### config.mk
export PLATFORM = sky130hd
export DESIGN_NAME = rgb_hsv_threshold_classifier
export DESIGN_NICKNAME = d
export VERILOG_FILES = /design/src/sv/rhtc_pkg.sv /design/src/sv/rgb_hsv_threshold_classifier.sv /design/src/sv/rhtc_front.sv /design/src/sv/rhtc_queue.sv /design/src/sv/rhtc_back.sv
export SDC_FILE = /design/constraint.sdc
export NUM_CORES = 2
export LEC_CHECK = 0
export BUFFER_PORTS_ARGS = -buffer_cell sky130_fd_sc_hd__buf_4
export CORE_ASPECT_RATIO = 0.8
export CORE_UTILIZATION = 50
export DETAILED_ROUTE_END_ITERATION = 10
export PLACE_DENSITY = 0.71
export SETUP_SLACK_MARGIN = 0.5
export SLEW_MARGIN = 5
export SYNTH_ARGS = -nofsm -noshare
export SYNTH_HDL_FRONTEND = slang
export SYNTH_SLANG_ARGS = --single-unit
### constraint.sdc
create_clock -name clk -period 30.9 [get_ports clk]
set_input_delay 0 -clock clk [delete_from_list [all_inputs] [get_ports clk]]
set_output_delay 0 -clock clk [all_outputs]
set_load 0.1 [all_outputs]
### src/sv/rhtc_pkg.sv
// shared types and constants of the rgb to hsv threshold classifier
package rhtc_pkg;

	// fixed-point scale factors
	localparam int unsigned HUE_SCALE = 3840;   // 60 degrees in 1/64 degree
	localparam int unsigned SAT_SCALE = 6400;   // 100 percent in 1/64 percent
	localparam int unsigned HUE_FULL  = 23040;  // 360 degrees in 1/64 degree

	// divider geometry: numerator width, quotient bits, one step per quotient bit
	localparam int unsigned NUM_W     = 23;
	localparam int unsigned QUO_W     = 15;
	localparam int unsigned DIV_STEPS = QUO_W;

	// hue numerator before scaling, at most five times the channel spread
	localparam int unsigned SPAN_W = 11;

	// decoupling queue between front and back, a power of two
	localparam int unsigned QUEUE_DEPTH = 4;
	localparam int unsigned PTR_W       = $clog2(QUEUE_DEPTH);
	localparam int unsigned CNT_W       = $clog2(QUEUE_DEPTH + 1);

	// configuration register indexes
	localparam int unsigned CFG_IDX_W = 3;
	localparam int unsigned CFG_DAT_W = 15;
	localparam logic [CFG_IDX_W-1:0] CFG_HUE_LOW  = 3'd0;
	localparam logic [CFG_IDX_W-1:0] CFG_HUE_HIGH = 3'd1;
	localparam logic [CFG_IDX_W-1:0] CFG_SAT_LOW  = 3'd2;
	localparam logic [CFG_IDX_W-1:0] CFG_SAT_HIGH = 3'd3;
	localparam logic [CFG_IDX_W-1:0] CFG_VAL_LOW  = 3'd4;
	localparam logic [CFG_IDX_W-1:0] CFG_VAL_HIGH = 3'd5;

	// input pixel
	typedef struct packed {
		logic [7:0] red;
		logic [7:0] green;
		logic [7:0] blue;
	} pix_t;

	// result of one pixel
	typedef struct packed {
		logic        keep;
		logic [14:0] hue;
		logic [12:0] saturation;
		logic [7:0]  brightness;
	} res_t;

	// threshold windows
	typedef struct packed {
		logic [14:0] hue_low;
		logic [14:0] hue_high;
		logic [12:0] sat_low;
		logic [12:0] sat_high;
		logic [7:0]  val_low;
		logic [7:0]  val_high;
	} cfg_t;

	// classified pixel handed from front to back
	typedef struct packed {
		logic [SPAN_W-1:0] span;   // hue numerator before scaling
		logic [7:0]        d;      // max minus min
		logic [7:0]        mx;     // largest channel
		logic              neg;    // red largest and blue above green
		logic              grey;   // all channels equal
	} item_t;

	// queue status seen by front and back
	typedef struct packed {
		logic full;
		logic empty;
	} q_stat_t;

	// one stage of the back's long-division pipeline
	typedef struct packed {
		logic [7:0]       h_rem;
		logic [QUO_W-1:0] h_num;
		logic [7:0]       s_rem;
		logic [QUO_W-1:0] s_num;
		logic [7:0]       d;
		logic [7:0]       mx;
		logic             neg;
		logic             grey;
	} div_t;

endpackage

### src/sv/rgb_hsv_threshold_classifier.sv
// top level of the rgb to hsv threshold classifier
// Converts one 8-bit RGB pixel per clock to hue (1/64 degree), saturation
// (1/64 percent) and value, and flags pixels whose hue, saturation and value
// all fall inside the programmed windows. Sustained rate is one pixel per
// cycle when nothing stalls; from input transfer to output valid a pixel
// passes the front register, the queue, the numerator stage, the
// 15-stage bit-per-stage divider that yields hue and saturation together and
// the hue fix-up stage, after which the output register offers the result.
// A four-entry queue sits between the front and the divider so either side
// can stall on its own.
// Write the window registers only while no pixel is in flight.
module rgb_hsv_threshold_classifier import rhtc_pkg::*; (
	input  logic                 clk,
	input  logic                 arst_n,
	input  logic                 in_valid,
	output logic                 in_stall,
	input  pix_t                 in_data,
	output logic                 out_valid,
	input  logic                 out_stall,
	output res_t                 out_data,
	input  logic                 cfg_we,
	input  logic [CFG_IDX_W-1:0] cfg_index,
	input  logic [CFG_DAT_W-1:0] cfg_data
);

	cfg_t    cfg_q;
	q_stat_t q_stat;
	logic    push, pop;
	item_t   push_data, head;

	// window registers
	always_ff @(posedge clk or negedge arst_n) begin
		if (!arst_n) begin
			cfg_q.hue_low  <= 15'd5760;
			cfg_q.hue_high <= 15'd9600;
			cfg_q.sat_low  <= 13'd960;
			cfg_q.sat_high <= 13'd6400;
			cfg_q.val_low  <= 8'd25;
			cfg_q.val_high <= 8'd255;
		end else if (cfg_we) begin
			case (cfg_index)
				CFG_HUE_LOW: cfg_q.hue_low <= cfg_data[14:0];
				CFG_HUE_HIGH: cfg_q.hue_high <= cfg_data[14:0];
				CFG_SAT_LOW: cfg_q.sat_low <= cfg_data[12:0];
				CFG_SAT_HIGH: cfg_q.sat_high <= cfg_data[12:0];
				CFG_VAL_LOW: cfg_q.val_low <= cfg_data[7:0];
				CFG_VAL_HIGH: cfg_q.val_high <= cfg_data[7:0];
				default: begin
				end
			endcase
		end
	end

	rhtc_front u_front (
		.clk       (clk),
		.arst_n    (arst_n),
		.in_valid  (in_valid),
		.in_stall  (in_stall),
		.in_data   (in_data),
		.q_stat    (q_stat),
		.push      (push),
		.push_data (push_data)
	);

	rhtc_queue u_queue (
		.clk       (clk),
		.arst_n    (arst_n),
		.push      (push),
		.push_data (push_data),
		.pop       (pop),
		.head      (head),
		.stat      (q_stat)
	);

	rhtc_back u_back (
		.clk       (clk),
		.arst_n    (arst_n),
		.q_stat    (q_stat),
		.head      (head),
		.pop       (pop),
		.cfg       (cfg_q),
		.out_valid (out_valid),
		.out_stall (out_stall),
		.out_data  (out_data)
	);

endmodule

### src/sv/rhtc_front.sv
// front end: takes pixels, finds max, min and hue sector, feeds the queue
module rhtc_front import rhtc_pkg::*; (
	input  logic    clk,
	input  logic    arst_n,
	input  logic    in_valid,
	output logic    in_stall,
	input  pix_t    in_data,
	input  q_stat_t q_stat,
	output logic    push,
	output item_t   push_data
);

	logic       adv;
	logic [7:0] mx, mn, d;
	item_t      cls;
	logic       vld_s1;
	item_t      item_s1;

	// max and min, ties go to red then green
	always_comb begin
		mx = in_data.red;
		mn = in_data.red;
		if (in_data.green > mx) mx = in_data.green;
		if (in_data.blue > mx) mx = in_data.blue;
		if (in_data.green < mn) mn = in_data.green;
		if (in_data.blue < mn) mn = in_data.blue;
		d = mx - mn;
	end

	// hue sector and unscaled numerator
	always_comb begin
		cls.d    = d;
		cls.mx   = mx;
		cls.grey = (d == 8'd0);
		cls.neg  = 1'b0;
		if (mx == in_data.red) begin
			if (in_data.green >= in_data.blue) begin
				cls.span = SPAN_W'(in_data.green - in_data.blue);
			end else begin
				cls.span = SPAN_W'(in_data.blue - in_data.green);
				cls.neg  = 1'b1;
			end
		end else if (mx == in_data.green) begin
			cls.span = SPAN_W'(in_data.blue) + SPAN_W'({d, 1'b0}) - SPAN_W'(in_data.red);
		end else begin
			cls.span = SPAN_W'(in_data.red) + SPAN_W'({d, 2'b00}) - SPAN_W'(in_data.green);
		end
	end

	// stage moves when empty or when the queue takes its item
	assign adv       = !vld_s1 || !q_stat.full;
	assign in_stall  = !adv;
	assign push      = vld_s1 && !q_stat.full;
	assign push_data = item_s1;

	always_ff @(posedge clk or negedge arst_n) begin
		if (!arst_n) begin
			vld_s1 <= 1'b0;
		end else if (adv) begin
			vld_s1 <= in_valid;
		end
	end

	always_ff @(posedge clk) begin
		if (adv && in_valid) begin
			item_s1 <= cls;
		end
	end

endmodule

### src/sv/rhtc_queue.sv
// short fifo that decouples the front from the back
module rhtc_queue import rhtc_pkg::*; (
	input  logic    clk,
	input  logic    arst_n,
	input  logic    push,
	input  item_t   push_data,
	input  logic    pop,
	output item_t   head,
	output q_stat_t stat
);

	item_t            fifo_q [QUEUE_DEPTH];
	logic [PTR_W-1:0] wr_ptr_q, rd_ptr_q;
	logic [CNT_W-1:0] cnt_q;
	logic             do_push, do_pop;

	assign stat.full  = (cnt_q == CNT_W'(QUEUE_DEPTH));
	assign stat.empty = (cnt_q == '0);
	assign do_push    = push && !stat.full;
	assign do_pop     = pop && !stat.empty;
	assign head       = fifo_q[rd_ptr_q];

	// pointers and fill count
	always_ff @(posedge clk or negedge arst_n) begin
		if (!arst_n) begin
			wr_ptr_q <= '0;
			rd_ptr_q <= '0;
			cnt_q    <= '0;
		end else begin
			if (do_push) wr_ptr_q <= wr_ptr_q + PTR_W'(1);
			if (do_pop) rd_ptr_q <= rd_ptr_q + PTR_W'(1);
			if (do_push && !do_pop) begin
				cnt_q <= cnt_q + CNT_W'(1);
			end else if (do_pop && !do_push) begin
				cnt_q <= cnt_q - CNT_W'(1);
			end
		end
	end

	// entry storage
	always_ff @(posedge clk) begin
		if (do_push) begin
			fifo_q[wr_ptr_q] <= push_data;
		end
	end

endmodule

### src/sv/rhtc_back.sv
// back end: scales, divides one bit per stage, fixes hue, tests windows
module rhtc_back import rhtc_pkg::*; (
	input  logic    clk,
	input  logic    arst_n,
	input  q_stat_t q_stat,
	input  item_t   head,
	output logic    pop,
	input  cfg_t    cfg,
	output logic    out_valid,
	input  logic    out_stall,
	output res_t    out_data
);

	logic            en;
	logic [NUM_W-1:0] h_n, s_n;
	div_t            stage_in;
	div_t            div_s [DIV_STEPS+1];
	logic            dvld_s [DIV_STEPS+1];
	logic            fix_vld_s;
	logic [14:0]     fix_hue_s;
	logic [12:0]     fix_sat_s;
	logic [7:0]      fix_val_s;
	logic            hue_ok, keep;
	logic            out_valid_q;
	res_t            out_q;

	// one restoring step for both quotients
	function automatic div_t div_step(div_t c);
		div_t       n;
		logic [8:0] th, ts;
		n  = c;
		th = {c.h_rem, c.h_num[QUO_W-1]};
		ts = {c.s_rem, c.s_num[QUO_W-1]};
		if (th >= {1'b0, c.d}) begin
			n.h_rem = 8'(th - {1'b0, c.d});
			n.h_num = {c.h_num[QUO_W-2:0], 1'b1};
		end else begin
			n.h_rem = th[7:0];
			n.h_num = {c.h_num[QUO_W-2:0], 1'b0};
		end
		if (ts >= {1'b0, c.mx}) begin
			n.s_rem = 8'(ts - {1'b0, c.mx});
			n.s_num = {c.s_num[QUO_W-2:0], 1'b1};
		end else begin
			n.s_rem = ts[7:0];
			n.s_num = {c.s_num[QUO_W-2:0], 1'b0};
		end
		return n;
	endfunction

	// whole pipeline moves when the output slot frees
	assign en  = !out_valid_q || !out_stall;
	assign pop = en && !q_stat.empty;

	// scale numerators; the top bits already lie below the divisor
	always_comb begin
		h_n = NUM_W'(head.span) * NUM_W'(HUE_SCALE);
		s_n = NUM_W'(head.d) * NUM_W'(SAT_SCALE);
		stage_in.h_rem = h_n[NUM_W-1:QUO_W];
		stage_in.h_num = h_n[QUO_W-1:0];
		stage_in.s_rem = s_n[NUM_W-1:QUO_W];
		stage_in.s_num = s_n[QUO_W-1:0];
		stage_in.d     = head.d;
		stage_in.mx    = head.mx;
		stage_in.neg   = head.neg;
		stage_in.grey  = head.grey;
	end

	// valid bits of the divider line
	always_ff @(posedge clk or negedge arst_n) begin
		if (!arst_n) begin
			for (int i = 0; i <= DIV_STEPS; i++) dvld_s[i] <= 1'b0;
			fix_vld_s   <= 1'b0;
			out_valid_q <= 1'b0;
		end else if (en) begin
			dvld_s[0] <= pop;
			for (int i = 1; i <= DIV_STEPS; i++) dvld_s[i] <= dvld_s[i-1];
			fix_vld_s   <= dvld_s[DIV_STEPS];
			out_valid_q <= fix_vld_s;
		end
	end

	// divider payload, one quotient bit per stage
	always_ff @(posedge clk) begin
		if (en) begin
			div_s[0] <= stage_in;
			for (int i = 1; i <= DIV_STEPS; i++) div_s[i] <= div_step(div_s[i-1]);
		end
	end

	// hue wrap for negative red sector, grey forces zero
	always_ff @(posedge clk) begin
		if (en) begin
			fix_val_s <= div_s[DIV_STEPS].mx;
			if (div_s[DIV_STEPS].grey) begin
				fix_hue_s <= '0;
				fix_sat_s <= '0;
			end else begin
				fix_sat_s <= div_s[DIV_STEPS].s_num[12:0];
				if (div_s[DIV_STEPS].neg && (div_s[DIV_STEPS].h_num != '0)) begin
					fix_hue_s <= 15'(HUE_FULL) - div_s[DIV_STEPS].h_num;
				end else begin
					fix_hue_s <= div_s[DIV_STEPS].h_num;
				end
			end
		end
	end

	// window tests, hue window wraps when low is not below high
	always_comb begin
		if (cfg.hue_low < cfg.hue_high) begin
			hue_ok = (cfg.hue_low <= fix_hue_s) && (fix_hue_s <= cfg.hue_high);
		end else begin
			hue_ok = (cfg.hue_low <= fix_hue_s) || (fix_hue_s <= cfg.hue_high);
		end
		keep = hue_ok && (cfg.sat_low <= fix_sat_s) && (fix_sat_s <= cfg.sat_high)
			&& (cfg.val_low <= fix_val_s) && (fix_val_s <= cfg.val_high);
	end

	// output register
	always_ff @(posedge clk) begin
		if (en) begin
			out_q.keep       <= keep;
			out_q.hue        <= fix_hue_s;
			out_q.saturation <= fix_sat_s;
			out_q.brightness <= fix_val_s;
		end
	end

	assign out_valid = out_valid_q;
	assign out_data  = out_q;

endmodule

# Yosys cells after proc, flatten, opt, wreduce, memory -nomap -nowiden
# Memories as Yosys holds them, arrays and structs flattened.
# Cells that the tools add are included.
op_classes:
  muxes: 76
  reduce_logical: 35
  mul: 2
  magnitude_cmp: 42
  add_sub_neg: 42
  eq_ne: 8
ops:
  columns: ["operator", "count"]
  rows:
  - ["2-to-1 mux 23 bit", 60]
  - [">= comparator 9 x 8 -> 1 bit", 30]
  - ["subtractor 8 bit", 31]
  - ["2-to-1 mux 11 bit", 3]
  - ["2-to-1 mux 8 bit", 4]
  - ["less-or-equal comparator 15 bit", 2]
  - ["less-or-equal comparator 13 bit", 2]
  - ["subtractor 11 x 8 -> 11 bit", 2]
  - ["subtractor 8 x 8 -> 9 bit", 2]
  - ["equality test 8 bit", 2]
  - ["> comparator 8 bit", 2]
  - ["less-or-equal comparator 8 bit", 2]
  - ["< comparator 8 bit", 2]
  - ["< comparator 15 bit", 1]
  - ["multiplier 11 x 4 -> 15 bit (second input constant)", 1]
  - ["2-to-1 mux 15 bit", 1]
  - ["nonzero test 15 bit", 1]
  - ["subtractor 15 bit (first input constant)", 1]
  - ["logical AND 1 bit", 13]
  - ["multiplier 8 x 5 -> 13 bit (second input constant)", 1]
  - ["AND reduction 2 bit", 6]
  - ["adder 8 x 10 -> 11 bit", 1]
  - ["adder 8 x 9 -> 10 bit", 1]
  - ["equality test 3 bit (second input constant)", 3]
  - ["13 further kinds", 31]
word_totals:
  out_inout_bits: 39
  mem_bits_rw: 1140
  n_memories: 2
  reg_bits: 200
  wordCells: 247
  input_bits: 47
memory_table:
  columns: ["name", "words", "word_bits", "rd", "rd_ports_with_merged_regs", "write_ports", "line_no", "rtl"]
  rows:
  - ["u_back.div_s", 16, 64, 16, 0, 16, "rhtc_back.sv:17", "div_t div_s [DIV_STEPS+1];"]
  - ["u_queue.fifo_q", 4, 29, 1, 0, 1, "rhtc_queue.sv:12", "item_t fifo_q [QUEUE_DEPTH];"]

# Depth between registers and ports, before layout
logic_depth:
  ltp_word: 9
  depth_mapped: 39
  ltp_nobuf: 38

# By module
# Synthesis repeated with hierarchy kept, for this count alone.
hier_totals:
  hier_cells: 3979
  hier_area_um2: 54240.8
modules_own_cells:
  columns: ["mod", "cells_each", "instances", "area_per_inst_um2", "seq_area_each_um2"]
  rows:
  - ["rhtc_back", 3096, 1, 42146.7, 25674.6]
  - ["rhtc_front", 540, 1, 4715.8, 895.9]
  - ["rhtc_queue", 187, 1, 4608.2, 3658.5]
  - ["rgb_hsv_threshold_classifier", 156, 1, 2770.2, 1834.3]

# Least setup slack after synthesis
# Ideal clock, no wire load.
synth_path:
  path_kind: "reg2reg"
  start: "register u_back.out_valid_q (netlist: u_back.out_valid)"
  end: "register u_back.dvld_s[0] (netlist bit)"
  n_path_buf: 1
  stages_incl_launch_ff: 4
  path_slack_ns: 3.740
  setup_time_ns: 0.180
  period_less_slack_ns: 27.160
  arrival_time_ns: 26.981
  required_time_ns: 30.720
  cell_sequence: "dfrtp_1 -> nand2_1 -> clkbuf_1 -> mux2_2"
synth_via:
  elab_chain_len: 2
synth_rtl:
  columns: ["element", "line_no", "rtl"]
  rows:
  - ["start, declared", "rhtc_back.sv:24", "logic out_valid_q;"]
  - ["start signal, assigned", "rhtc_back.sv:79", "out_valid_q <= fix_vld_s;"]
  - ["zero test 1 bit", "rhtc_back.sv:52", "assign en = !out_valid_q || !out_stall;"]
  - ["logical OR 1 bit", "rhtc_back.sv:52", null]
  - ["end, declared", "rhtc_back.sv:18", "logic dvld_s [DIV_STEPS+1];"]
# Every way passes these cells.
# A chain may end at the register's enable or synchronous reset.

==> flow_summary.ini <==
[outcome]
status = finished clean

[sta]
drv_slew = 0
hold_viol_final = 0
finalCritPeriodShare = 0.273
setup_viol = 0
finClkSkew_ns = 0.0462
min_period_ns = 8.43
timing.fmax_ghz = 0.119
tightestPinTransition_ns = 1.14
slew_headroom = 0.240
rsz0062_at_grt = no
setup_tns_ns = 0

[grt]
overflow = 0
grt_pass1_wl_mm = 155
grt_max_degree = 171
antenna_found_initial = 0
grt_use_total = 0.178
grt_pass1_vias = 30483

[synth]
synth-seq-cells = 1083
syn_inst = 4057
synth_ff_type = edfxtp_1
syn-num-nets = 4622
synth-edff-count = 985
synth.distinct_cells = 81
syn_area_mm2 = 0.0534
yosys_warnings = 0
synthArstFlopShare = 0.0905
synth_area_per_cell_um2 = 13.2
yosysSeqAreaShare = 0.600

[die]
initial_utilization = 0.508
ios = 86
die_x_um = 368
die_area_mm2 = 0.108
coreArea_mm2 = 0.105
core.rowCount = 106
die_h_um = 294

[critical_path]
path_delay_family = compound AO/OA/AOI/OAI gates
r2r_cells = 17
worstSetupStartpointType = primary input
critPathCaptureType = register
critical_path_arrival_ns = 8.96
max_stage_delay_ns = 0.55
cp.required_ns = 31.43
critPathKind = primary input to register
cp.buffers_inverters = 3
slowest_stage = dlygate4sd3_1
r2r_end = u_back.div_s[0][63]
r2r_slack_ns = 25.75
path_max_fanout = 15
rr_startpoint = u_queue.rd_ptr_q[0]

[clocking]
cts_tree = yes
clk_latency_ns = 0.72
h-tree-depth = 3
post_cts_resized = 0
cts-root-buf = clkbuf_16
cts.clk_slew.worst_paths_ns = 0.06
clock-sinks = 1083
cts_made_buffers = 103
clk_path_buf_depth = 3

[cells_and_area]
final_cell_mix = edfxtp_1 (985), inv_1 (505), ha_1 (455)
finish.net_count = 4836
drive_gt1_frac = 0.102
seq_area_mm2 = 0.0321
finish.utilization = 0.571
fillers = 8287
multi_input_comb_area_mm2 = 0.0193
layout_commonest_cell = edfxtp_1
area_growth_pct = 12.3

[route]
vias = 30267
firstDrtPassIters = 5
antenna_left = 0
wl_per_cell_um = 16.5
drt_iter0_markers = 1749
viasPerCell = 5.25
drc_errors = 0
routed_wl_mm = 95.3

[pwr]
leakagePower_nw = 24.6
power.density_mw_per_mm2 = 117
peakVddDrop_uv = 137

[min_path]
min_to = u_front.push_data[3]
min_from = in_data[17]
hold_path.class = primary input to register
holdPathStages = 5

[flow_run]
maxCapViolCount = 0

[place]
portBuffers = 85
place_congestion = 0.882
hpwl_mm = 67.8
-- sequential cells by signal (all words and copies together), names as in the netlist, 3 cells and up --
signal             cells
cfg_q                 72
u_back.out_data       37
u_back.fix_hue_s      15
u_queue.cnt_q          3
u_back.dvld_s         16
u_back.div_s         767
u_front.push_data     29
u_back.fix_sat_s      13
u_queue.fifo_q       116
u_back.fix_val_s       8
-- per-stage QoR --
stage	std cells	instance area, um2	setup slack, ns	hold slack (ns)	total power [W]
2_1_floorplan	4057	53400	3.74	-0.296	0.00521
3_3_place_gp	5515	55800	22.44	-0.0237	0.00562
3_5_place_dp	5515	55800	22.27	-0.0193	0.00574
4_1_cts	5763	60000	22.98	0.00267	0.00710
5_1_grt	5764	60000	21.98	0.0315	0.00761
6_report	5765	60000	22.47	0.0581	0.00704
-- kinds of logic after synthesis --
logic type | after synthesis | synth area share
compound gates | 745 | 0.0864
buf+inv | 558 | 0.0394
flops | 1083 | 0.600
xor+xnor | 163 | 0.0269
fa+ha+maj | 519 | 0.130
mux | 160 | 0.0391
simple gates | 829 | 0.0779
-- where the power goes --
group	total [W]	leakage, nW	internal (W)	switching (W)
logic	0.00308	12.1	0.00134	0.00174
registers	0.00265	10.8	0.00240	0.000242
clock network	0.00131	1.76	0.000767	0.000545
-- synth_stat cells, types with 4 or more instances --
| master | count | share of area |
|---|---|---|
| o21a_1 | 34 | 0.0048 |
| dfstp_2 | 26 | 0.013 |
| nand4_1 | 59 | 0.0069 |
| nor2b_1 | 117 | 0.014 |
| fa_1 | 63 | 0.024 |
| mux2i_1 | 45 | 0.0084 |
| xor2_1 | 79 | 0.013 |
| a211oi_1 | 4 | 0.00056 |
| nand2b_1 | 75 | 0.0088 |
| nor3_1 | 11 | 0.0010 |
| and3_1 | 9 | 0.0011 |
| o21bai_1 | 17 | 0.0024 |
| mux4_2 | 29 | 0.012 |
| nand3_1 | 32 | 0.0030 |
| dfrtp_1 | 72 | 0.034 |
| nor2_1 | 171 | 0.012 |
| nor4_1 | 8 | 0.00094 |
| a21o_1 | 67 | 0.0094 |
| a21boi_0 | 31 | 0.0044 |
| a21oi_1 | 116 | 0.011 |
| xnor2_1 | 83 | 0.014 |
| clkbuf_1 | 47 | 0.0033 |
| edfxtp_1 | 985 | 0.55 |
| o211a_1 | 28 | 0.0052 |
| a31oi_1 | 6 | 0.00070 |
| nand2_1 | 263 | 0.018 |
| o31ai_1 | 60 | 0.0084 |
| mux2_2 | 81 | 0.017 |
| and2_1 | 33 | 0.0039 |
| o211ai_1 | 10 | 0.0014 |
| ha_1 | 455 | 0.11 |
| o21ai_0 | 339 | 0.032 |
| inv_1 | 505 | 0.035 |
| or4_1 | 28 | 0.0039 |
-- final cells by class --
class,count,share of cell area
flip-flops and latches,1083,0.534
inverters,505,0.0316
clock inverters,72,0.0136
diodes,1,0.0000417
well taps,1404,0.0293
clock buffers,122,0.0464
multi-input cells,2416,0.322
repair buffers,162,0.0228
-- routing by layer --
layer | global-route usage | share of wire
met4 | 0.0496 | 0.023
met3 | 0.0263 | 0.036
met5 | 0 | 0
met2 | 0.305 | 0.48
met1 | 0.236 | 0.46
-- worst register-to-register path: cells and delay by family, from the launching register on --
| kind | cells | cell delay [ns] |
|---|---|---|
| multiplexers | 1 | 0.70 |
| AND/OR/NAND/NOR | 2 | 0.16 |
| AO/OA/AOI/OAI | 9 | 1.62 |
| flip-flops | 1 | 0.34 |
| buffers and inverters | 1 | 0.49 |
| adder cells (fa/ha/maj) | 3 | 1.51 |
| XOR/XNOR | 1 | 0.08 |
-- worst max path at each step --
stage                           startpoint                    end  slack, ns  cells past startpoint
after floorplan           u_back.out_valid       u_back.dvld_s[0]       3.74                      3
after global placement         in_data[15]  u_front.push_data[28]      22.44                     36
after detailed placement       in_data[15]  u_front.push_data[27]      22.27                     37
after CTS                      in_data[15]  u_front.push_data[27]      22.98                     37
after global routing            in_data[8]  u_front.push_data[28]      21.98                     37
final                           in_data[8]  u_front.push_data[27]      22.47                     38
-- timing repair --
action / 4_1_cts / 5_1_grt
endpoints found under the hold margin: 144 / 1
setup buffers: 0 / 0
hold buffers: 54 / 1
(Power assumes the default switching activity.)
